`src/nsc_pkg.sv`:
```
// Shared types, character codes and status codes for the NMEA checksum checker.
`default_nettype none

package nsc_pkg;

  localparam int unsigned BYTE_W  = 8;
  localparam int unsigned COUNT_W = 8;

  localparam logic [BYTE_W-1:0] CH_DOLLAR = 8'h24;
  localparam logic [BYTE_W-1:0] CH_STAR   = 8'h2A;
  localparam logic [BYTE_W-1:0] CH_LF     = 8'h0A;

  typedef logic [1:0] status_t;

  localparam status_t ST_OK       = 2'd0;
  localparam status_t ST_MISMATCH = 2'd1;
  localparam status_t ST_TOO_LONG = 2'd2;
  localparam status_t ST_NO_STAR  = 2'd3;

  // Per-sentence tracking state.
  typedef struct packed {
    logic               open_flag;
    logic               star_seen;
    logic [1:0]         digit_count;
    logic [COUNT_W-1:0] byte_count;
    logic [BYTE_W-1:0]  running_xor;
    logic [BYTE_W-1:0]  hex_value;
  } sent_state_t;

  typedef struct packed {
    status_t           status;
    logic [BYTE_W-1:0] computed_sum;
    logic [BYTE_W-1:0] received_sum;
  } result_t;

  // Upper-case hex digit; anything else decodes as zero.
  function automatic logic [3:0] hex_digit(input logic [BYTE_W-1:0] c);
    logic [3:0] d;
    d = 4'd0;
    if (c >= 8'h30 && c <= 8'h39) begin
      d = 4'(c - 8'h30);
    end else if (c >= 8'h41 && c <= 8'h46) begin
      d = 4'(c - 8'h41 + 8'd10);
    end
    return d;
  endfunction

endpackage

`default_nettype wire

```
`src/nsc_ifs.sv`:
```
// Valid/ready channel interfaces for the received bytes and the check results.
`default_nettype none

interface nsc_rx_if;
  logic       valid;
  logic       ready;
  logic [7:0] rx_byte;

  modport source (output valid, output rx_byte, input ready);
  modport sink   (input valid, input rx_byte, output ready);
endinterface

interface nsc_res_if;
  logic       valid;
  logic       ready;
  logic [1:0] status;
  logic [7:0] computed_sum;
  logic [7:0] received_sum;

  modport source (output valid, output status, output computed_sum,
                  output received_sum, input ready);
  modport sink   (input valid, input status, input computed_sum,
                  input received_sum, output ready);
endinterface

`default_nettype wire

```
`src/nsc_core.sv`:
```
// Per-byte sentence tracking: next state, close detection and status decode.
`default_nettype none

module nsc_core #(
  parameter int unsigned MAX_LEN = 255
) (
  input  wire logic [7:0]          rx_byte,
  input  wire nsc_pkg::sent_state_t state,
  output nsc_pkg::sent_state_t     state_next,
  output logic                     emit,
  output nsc_pkg::result_t         result
);
  import nsc_pkg::*;

  localparam logic [COUNT_W-1:0] MaxCount = COUNT_W'(MAX_LEN);

  sent_state_t cleared;
  logic        at_limit;

  assign at_limit = (state.byte_count >= MaxCount);

  always_comb begin
    cleared           = '0;
    cleared.open_flag = state.open_flag;
  end

  // Result of closing the current sentence.
  always_comb begin
    result.computed_sum = state.running_xor;
    result.received_sum = '0;
    if (state.star_seen) begin
      result.received_sum = state.hex_value;
      result.status = (state.hex_value == state.running_xor) ? ST_OK : ST_MISMATCH;
    end else if (at_limit) begin
      result.status = ST_TOO_LONG;
    end else begin
      result.status = ST_NO_STAR;
    end
  end

  always_comb begin
    state_next = state;
    emit       = 1'b0;
    if (rx_byte == CH_DOLLAR) begin
      emit                 = state.open_flag;
      state_next           = cleared;
      state_next.open_flag = 1'b1;
    end else if (!state.open_flag) begin
      state_next = state;
    end else if (rx_byte == CH_LF) begin
      emit                 = 1'b1;
      state_next           = cleared;
      state_next.open_flag = 1'b0;
    end else if (!state.star_seen) begin
      // Once the count saturates without a star, the rest of the body is dropped.
      if (!at_limit) begin
        if (rx_byte == CH_STAR) begin
          state_next.star_seen = 1'b1;
        end else begin
          state_next.running_xor = state.running_xor ^ rx_byte;
          state_next.byte_count  = state.byte_count + COUNT_W'(1);
        end
      end
    end else begin
      case (state.digit_count)
        2'd0: begin
          state_next.hex_value   = {hex_digit(rx_byte), 4'd0};
          state_next.digit_count = 2'd1;
        end
        2'd1: begin
          state_next.hex_value   = {state.hex_value[7:4], hex_digit(rx_byte)};
          state_next.digit_count = 2'd2;
        end
        default: begin
          state_next.digit_count = state.digit_count;
        end
      endcase
    end
  end

endmodule

`default_nettype wire

```
`src/nmea_sentence_checksum_checker_unit.sv`:
```
// NMEA 0183 sentence checksum checker: byte stream in, one status per sentence out.
//
// Usage:
//   rx  : one received character per request (valid/ready). A '$' opens a
//         sentence; bytes up to '*' are XORed; the two following upper-case
//         hex characters are the received checksum. A line feed, or a new '$'
//         while a sentence is open, closes the sentence.
//   res : one request per closed sentence with status (0 ok, 1 mismatch,
//         2 no '*' within MAX_LEN bytes, 3 no '*' before close), the computed
//         XOR and the received checksum.
//   Throughput is one byte per cycle, set by the sentence state update, except while
//   a closing byte waits on a stalled res. An accepted byte is held in the input
//   register and evaluated there; a closing byte's result loads the result register.
//   Reset (rst, synchronous) closes any open sentence without a result and
//   empties the input and result registers.
//   When res is stalled the result register holds; bytes that close no
//   sentence keep flowing, and a closing byte waits in the input register,
//   which then drops rx.ready until the result is taken.
`default_nettype none

module nmea_sentence_checksum_checker_unit #(
  parameter int unsigned MAX_LEN = 255
) (
  input wire logic  clk,
  input wire logic  rst,
  nsc_rx_if.sink    rx,
  nsc_res_if.source res
);
  import nsc_pkg::*;

  // Input register.
  logic              in_valid;
  logic [BYTE_W-1:0] in_byte;

  // Sentence state.
  sent_state_t state;
  sent_state_t state_next;

  // Result register.
  logic    out_valid;
  result_t out_data;

  logic    emit;
  result_t result;
  logic    out_free;
  logic    fire;

  nsc_core #(
    .MAX_LEN(MAX_LEN)
  ) u_core (
    .rx_byte    (in_byte),
    .state      (state),
    .state_next (state_next),
    .emit       (emit),
    .result     (result)
  );

  assign out_free = !out_valid || res.ready;
  assign fire     = in_valid && (!emit || out_free);
  assign rx.ready = !in_valid || fire;

  always_ff @(posedge clk) begin
    if (rst) begin
      in_valid <= 1'b0;
    end else if (rx.ready) begin
      in_valid <= rx.valid;
    end
  end

  always_ff @(posedge clk) begin
    if (rx.valid && rx.ready) begin
      in_byte <= rx.rx_byte;
    end
  end

  always_ff @(posedge clk) begin
    if (rst) begin
      state <= '0;
    end else if (fire) begin
      state <= state_next;
    end
  end

  always_ff @(posedge clk) begin
    if (rst) begin
      out_valid <= 1'b0;
    end else if (fire && emit) begin
      out_valid <= 1'b1;
    end else if (res.ready) begin
      out_valid <= 1'b0;
    end
  end

  always_ff @(posedge clk) begin
    if (fire && emit) begin
      out_data <= result;
    end
  end

  assign res.valid        = out_valid;
  assign res.status       = out_data.status;
  assign res.computed_sum = out_data.computed_sum;
  assign res.received_sum = out_data.received_sum;

  a_close_gives_result: assert property (@(posedge clk) disable iff (rst)
    fire && emit |=> out_valid)
    else $error("closed sentence did not load the result register");

  a_ok_means_equal: assert property (@(posedge clk) disable iff (rst)
    out_valid && out_data.status == ST_OK |-> out_data.computed_sum == out_data.received_sum)
    else $error("ok status with differing sums");

  a_no_star_zero_rcv: assert property (@(posedge clk) disable iff (rst)
    out_valid && (out_data.status == ST_TOO_LONG || out_data.status == ST_NO_STAR)
    |-> out_data.received_sum == '0)
    else $error("received sum nonzero without a star");

  a_count_bounded: assert property (@(posedge clk) disable iff (rst)
    state.byte_count <= COUNT_W'(MAX_LEN))
    else $error("byte count above limit");

  a_closed_is_clear: assert property (@(posedge clk) disable iff (rst)
    !state.open_flag |-> state.byte_count == '0 && !state.star_seen && state.running_xor == '0)
    else $error("sentence state left over with no sentence open");

endmodule

`default_nettype wire
```
`src/flat_wrapper.sv`:
```
// flat-port wrapper written by rule: the top's interface ports become plain ports
module nmea_sentence_checksum_checker_unit_flat import nsc_pkg::*;
#(
  parameter int unsigned MAX_LEN = 255
)
  (clk, rst, rx_valid, rx_rx_byte, rx_ready, res_valid, res_status, res_computed_sum, res_received_sum, res_ready);
  nsc_rx_if rx_i ();
  nsc_res_if res_i ();
  input wire logic clk;
  input wire logic rst;
  input wire logic [$bits(rx_i.valid)-1:0] rx_valid;
  input wire logic [$bits(rx_i.rx_byte)-1:0] rx_rx_byte;
  output wire logic [$bits(rx_i.ready)-1:0] rx_ready;
  output wire logic [$bits(res_i.valid)-1:0] res_valid;
  output wire logic [$bits(res_i.status)-1:0] res_status;
  output wire logic [$bits(res_i.computed_sum)-1:0] res_computed_sum;
  output wire logic [$bits(res_i.received_sum)-1:0] res_received_sum;
  input wire logic [$bits(res_i.ready)-1:0] res_ready;
  assign rx_i.valid = rx_valid;
  assign rx_i.rx_byte = rx_rx_byte;
  assign rx_ready = rx_i.ready;
  assign res_valid = res_i.valid;
  assign res_status = res_i.status;
  assign res_computed_sum = res_i.computed_sum;
  assign res_received_sum = res_i.received_sum;
  assign res_i.ready = res_ready;
  nmea_sentence_checksum_checker_unit #(.MAX_LEN(MAX_LEN)) u_core (.clk(clk), .rst(rst), .rx(rx_i), .res(res_i));
endmodule
```
`config.mk`:
```
export PLATFORM = sky130hd
export DESIGN_NAME = nmea_sentence_checksum_checker_unit_flat
export DESIGN_NICKNAME = d
export VERILOG_FILES = /design/src/nsc_pkg.sv /design/src/nsc_ifs.sv /design/src/nsc_core.sv /design/src/nmea_sentence_checksum_checker_unit.sv /design/src/flat_wrapper.sv
export SDC_FILE = /design/constraint.sdc
export NUM_CORES = 1
export LEC_CHECK = 0
export BUFFER_PORTS_ARGS = -buffer_cell sky130_fd_sc_hd__buf_2
export CORE_ASPECT_RATIO = 0.5
export CORE_MARGIN = 2
export CORE_UTILIZATION = 35
export DETAILED_ROUTE_END_ITERATION = 10
export PLACE_DENSITY = 0.58
export SKIP_CTS_REPAIR_TIMING = 1
export SYNTH_ARGS = -nofsm -noshare
export SYNTH_HDL_FRONTEND = slang
export SYNTH_SLANG_ARGS = --single-unit
```
`constraint.sdc`:
```
create_clock -name clk -period 2.95 [get_ports clk]
set_input_delay 0.1475 -clock clk [delete_from_list [all_inputs] [get_ports clk]]
set_output_delay 0.1475 -clock clk [all_outputs]
set_load 0.02 [all_outputs]
```
# --- After elaboration in Yosys (flattened, before gate mapping) ---
# Cells that the tools add are included.
totals:
  regBits: 56
  in_bits: 12
classes:
  add_sub_neg: 4
  n_lt_le_gt_ge: 5
  eq_ne: 9
  n_mux: 24
  bitwise_logic: 1
  n_reduce_logical: 21
ops:
  columns: ["cell", "n"]
  rows:
  - ["28-bit two-way mux", 2]
  - ["16-bit two-way mux", 3]
  - ["27-bit two-way mux", 1]
  - ["8-bit by 6-bit == test with 1-bit output, second input constant", 2]
  - ["8-bit case mux with 2 select lines", 1]
  - ["1-bit two-way mux", 11]
  - ["5-bit AND reduction", 2]
  - ["8-bit by 1-bit adder with 8-bit output, second input constant", 1]
  - ["8-bit by 4-bit == test with 1-bit output, second input constant", 1]
  - ["8-bit == test", 1]
  - ["8-bit by 6-bit greater-or-equal comparator with 1-bit output, second input constant", 1]
  - ["8-bit by 7-bit greater-or-equal comparator with 1-bit output, second input constant", 1]
  - ["8-bit greater-or-equal comparator, second input constant", 1]
  - ["8-bit by 6-bit less-or-equal comparator with 1-bit output, second input constant", 1]
  - ["8-bit by 7-bit less-or-equal comparator with 1-bit output, second input constant", 1]
  - ["4-bit two-way mux", 2]
  - ["8-bit two-way mux", 1]
  - ["4-bit by 1-bit subtractor with 4-bit output, second input constant", 2]
  - ["8-bit XOR", 1]
  - ["3-bit by 1-bit != test with 1-bit output, second input constant", 2]
  - ["3-bit != test, second input constant", 2]
  - ["3-bit nonzero test", 2]
  - ["1-bit logical AND", 5]
  - ["4-bit adder, second input constant", 1]
  - ["10 further kinds", 16]

# --- Longest topological paths before layout ---
depth:
  word_depth: 9
  ltp_mapped: 8

# --- By module ---
# Synthesis repeated with hierarchy kept, for this count alone.
unflattened:
  hier_cells: 328
  area_unflattened_um2: 3236.9
by_module_without_submodules:
  columns: ["mod", "instances", "cells_each", "area_each_um2", "seq_area_each_um2"]
  rows:
  - ["nmea_sentence_checksum_checker_unit", 1, 158, 2128.3, 1381.3]
  - ["nsc_core", 1, 170, 1108.6, 0.0]

# --- Worst setup path before layout ---
# No wires, ideal clock.
synth_timing:
  kind: "register -> register"
  start: "register u_core.in_byte[0]"
  end: "register u_core.out_data, in the netlist u_core.res.computed_sum[0], enable pin"
  arrival_ns: 2.164
  required_ns: 2.558
  slack_ns: 0.393
  path_stages_with_launch: 7
  synth_period_minus_slack_ns: 2.557
  cell_sequence: "edfxtp_1 > inv_1 > ha_1 > nor4bb_4 > o21a_4 > nand2_1 > nor2_1"
synth_via:
  elab_chain_cells: 8
  elab_cells_between_ends: 9
  classes_between: "eq/ne: 2; mux: 3; reduce/logical: 4"
synth_lines:
  columns: ["element", "line_no", "source"]
  rows:
  - ["start: declaration", "nmea_sentence_checksum_checker_unit.sv:33", "logic [BYTE_W-1:0] in_byte;"]
  - ["start signal: assignment", "nmea_sentence_checksum_checker_unit.sv:72", "in_byte <= rx.rx_byte;"]
  - ["8-bit by 4-bit == test with 1-bit output", "nsc_core.sv:50", "end else if (rx_byte == CH_LF) begin"]
  - ["1-bit two-way mux", "nsc_core.sv:50", null]
  - ["1-bit two-way mux", "nsc_core.sv:48", "end else if (!state.open_flag) begin"]
  - ["1-bit two-way mux (*)", "nsc_core.sv:44", "if (rx_byte == CH_DOLLAR) begin"]
  - ["1-bit logical NOT", "nmea_sentence_checksum_checker_unit.sv:59", "assign fire = in_valid && (!emit || out_free);"]
  - ["1-bit logical OR", "nmea_sentence_checksum_checker_unit.sv:59", null]
  - ["1-bit logical AND", "nmea_sentence_checksum_checker_unit.sv:59", null]
  - ["1-bit logical AND (*)", "nmea_sentence_checksum_checker_unit.sv:95", "if (fire && emit) begin"]
  - ["end signal: assignment", "nmea_sentence_checksum_checker_unit.sv:96", "out_data <= result;"]
  - ["end: declaration", "nmea_sentence_checksum_checker_unit.sv:41", "result_t out_data;"]
# Mark *: on every way between the ends. The rest lies on a longest branch, timed or not.
# A chain may end at the register's enable or synchronous reset.

# --- Worst setup path in the final report ---
layout_timing:
  start: "register u_core.in_byte[0]"
  end: "register, netlist name u_core.state[7]"
layout_via:
  elab_chain_cells: 9
  elab_cells_between_ends: 29
  classes_between: "add/sub: 3; order compare: 4; eq/ne: 3; mux: 10; reduce/logical: 9"
layout_lines:
  columns: ["element", "line_no", "source"]
  rows:
  - ["4-bit by 1-bit subtractor with 4-bit output (tied with other cells)", "nsc_pkg.sv:43", "d = 4'(c - 8'h41 + 8'd10);"]
  - ["4-bit adder / 1-bit logical AND (equally long branches)", "nsc_pkg.sv:43, nsc_pkg.sv:42", null]
  - ["4-bit two-way mux", "nsc_pkg.sv:42", "end else if (c >= 8'h41 && c <= 8'h46) begin"]
  - ["4-bit two-way mux", "nsc_pkg.sv:40", "if (c >= 8'h30 && c <= 8'h39) begin"]
  - ["8-bit case mux with 2 select lines", "nsc_core.sv:65", "case (state.digit_count)"]
  - ["8-bit two-way mux", "nsc_core.sv:54", "end else if (!state.star_seen) begin"]
  - ["27-bit two-way mux", "nsc_core.sv:50", null]
  - ["28-bit two-way mux", "nsc_core.sv:48", null]
  - ["28-bit two-way mux", "nsc_core.sv:44", null]
# Parallel ways exist; a longest one is shown, timed or not. The select of a mux whose other input is x is not followed.

==> qor.yml <==
nets: 302
vias_per_cell: 5.02
clkLatencyLatePin_ns: 0.29
portBuffers: 31
ys_types: 57
dieArea_mm2: 0.00899
fin_crit_ns: 2.44
ys_async_sr_fraction_pct: 0
cts_root_buf: "clkbuf_16"
finalWeightedCongestion: 0.885
dpl.hpwl_mm: 4.61
yosys.area.top_type: "edfxtp_1"
die-width_um: 132
finClkSkew_ns: 0.00297
p_int_mw: 1.26
design_area_mm2: 0.00329
p_clk_share_pct: 41.9
gr-usage-all-layers_pct: 14.5
cts_buffer_depth: 2
fmax_mhz: 411
dr.pass1.iters: 4
criticalPathCategory: "register to register"
ys.flop_type: "dfxtp_1"
power_frac_comb_pct: 4.8
power_mw: 1.60
overflow: 0
maxSlewHeadroom_pct: 42.9
wl_per_cell_um: 15.5
synth_compound_area_share_pct: 14.0
synth-xor-area-share_pct: 2.44
crit_required_ns: 3.13
fp-row-count: 23
switchingPower_mw: 0.336
numCtsBuffers: 5
ir_worst_vdd_mv: 0.210
holdPathStages: 1
dpl_cell_area_mm2: 0.00312
yosys.area_share.adder_pct: 2.61
muxShareOfSynthArea_pct: 4.71
status: "finished, final reports clean"
rsz0062_at_grt: "no"
setup_viol: 0
worst_pin_slew_ns: 0.853
yosys.area.top_type_share_pct: 27.2
synth_area_leaders: "edfxtp_1, dfxtp_1, o22a_1, nor3_2, nand2b_1"
synth_edf_count: 26
initial_core_util_pct: 36.0
layout-drive-gt1-share_pct: 24.9
cts_tree: "built"
layout.cells.non_filler: 397
start_kind: "register"
end_kind: "register"
placed_cells: 389
p_sw_share_pct: 21.0
drt_iter0_markers: 138
fillers: 780
die_h_um: 68.1
area_growth_pct: 14.6
htreeDepth: 2
cts_num_sinks: 56
seq_area_frac_synth_pct: 48.1
synth-simple-area-share_pct: 24.0
synth_common_cells: "dfxtp_1, edfxtp_1, o21ai_0, o22a_1, nand2b_1"
hold_class: "input pin to register"
cts.clk_slew.worst_paths_ns: 0.07
synth_area_per_cell_um2: 11.4
final_max_slew_viol_count: 0
p_leak_nw: 1.16
worstRegToRegCells: 7
coreArea_mm2: 0.00797
insertedDiodeCount: 0
setup_tns_ns: 0
ys_ff_latch: 56
cp.arrival_ns: 2.62
p_seq_share_pct: 53.3
num_vias: 1994
grt_pass1_vias: 1964
io_pins: 32
maxCapViolations: 0
ys_warn_count: 0
yosysMostFrequentCell: "dfxtp_1"
period_share_pct: 82.6
antenna_found_initial: 0
ant_nets: 0
synthCells: 252
syn_nets: 270
syn_area_mm2: 0.00287
hold_violations: 0
critical_path.max_fanout: 9
power_density_mw_per_mm2: 486
wirelength_mm: 6.16
drc_errors: 0
synth_top_family_by_area: "simple AND/OR/NAND/NOR gates"
grt_max_degree: 20
grt_pass1_wl_mm: 10.0
[stage by stage]
step	utilization (%)	hold WS [ns]	worst slack, ns
3_5_place_dp	39.2	0.326	0.524
6_report	41.3	0.0305	0.514
2_1_floorplan	-	0.246	0.393
3_3_place_gp	39.2	0.327	0.644
5_1_grt	41.3	0.0177	0.374
4_1_cts	41.3	0.0243	0.517
[cells by family after synthesis]
logic type / count (synthesis)
simple gates: 97
fa+ha+maj: 6
xor+xnor: 8
compound gates: 51
buf+inv: 22
flops: 56
mux: 12
[power by group through the flow]
| stage | registers (mW) | clock network (mW) | logic (mW) |
|---|---|---|---|
| after floorplan | 0.855 | 0 | 0.0637 |
| after global placement | 0.868 | 0 | 0.0735 |
| final | 0.852 | 0.670 | 0.0766 |
| after CTS | 0.851 | 0.688 | 0.0762 |
| after global routing | 0.855 | 0.718 | 0.0848 |
| after detailed placement | 0.870 | 0 | 0.0756 |
[sequential cells by signal, indices dropped and copies added, names as in the netlist]
name and flops:
u_core.in_byte 8, u_core.state 28, u_core.res.status 2, u_core.in_valid 1, u_core.res.valid 1, u_core.res.computed_sum 8
u_core.res.received_sum 8
[critical path: stages, from the launching register on]
cell and delay [ns]:
edfxtp_1 0.47, inv_1 0.15, ha_1 0.25, and4b_4 0.21
o21a_4 0.25, or4_4 0.44, a21oi_4 0.25, mux2_4 0.32
[final cells by class]
class / instances / area, µm² / area share (%)
Inverter: 12 / 45.0 / 1.37
Clock inverter: 2 / 38.8 / 1.18
Clock buffer: 6 / 129 / 3.91
Multi-Input combinational cell: 174 / 1370 / 41.7
Tap cell: 112 / 140 / 4.26
Sequential cell: 56 / 1380 / 42.0
Timing Repair Buffer: 35 / 185 / 5.63
[per-layer routing]
| layer | GRT usage, % | vias up | wire, µm |
|---|---|---|---|
| met3 | 3.56 | 11 | 257 |
| li1 | - | 987 | - |
| met1 | 17.9 | 950 | 2910 |
| met2 | 25.5 | 46 | 2880 |
| met4 | 5.03 | 0 | 105 |
| met5 | 0 | - | 0 |
[worst paths after layout]
path	start	endpoint	slack (ns)
worst max-delay path	u_core.in_byte[0]	u_core.state[7]	0.51
worst min-delay path	rx_rx_byte[6]	u_core.in_byte[6]	0.03
worst max register to register	u_core.in_byte[0]	u_core.state[7]	0.51
worst min register to register	u_core.state[22]	u_core.state[22]	0.51
[layout by cell type, fill, tap and decap left out, types with 6 or more instances in the layout]
cell type   n
a21oi_1     6
and2_1     11
buf_2      31
dfxtp_1    30
edfxtp_1   26
ha_1        6
inv_1      12
mux2i_1     6
nand2_1     9
nand2b_1   13
nand3_1     6
nor2_1      8
nor2b_1     6
nor3_2     10
o21ai_0    14
o22a_1     14
xnor2_1     8
Power figures use the tool's default switching activity.
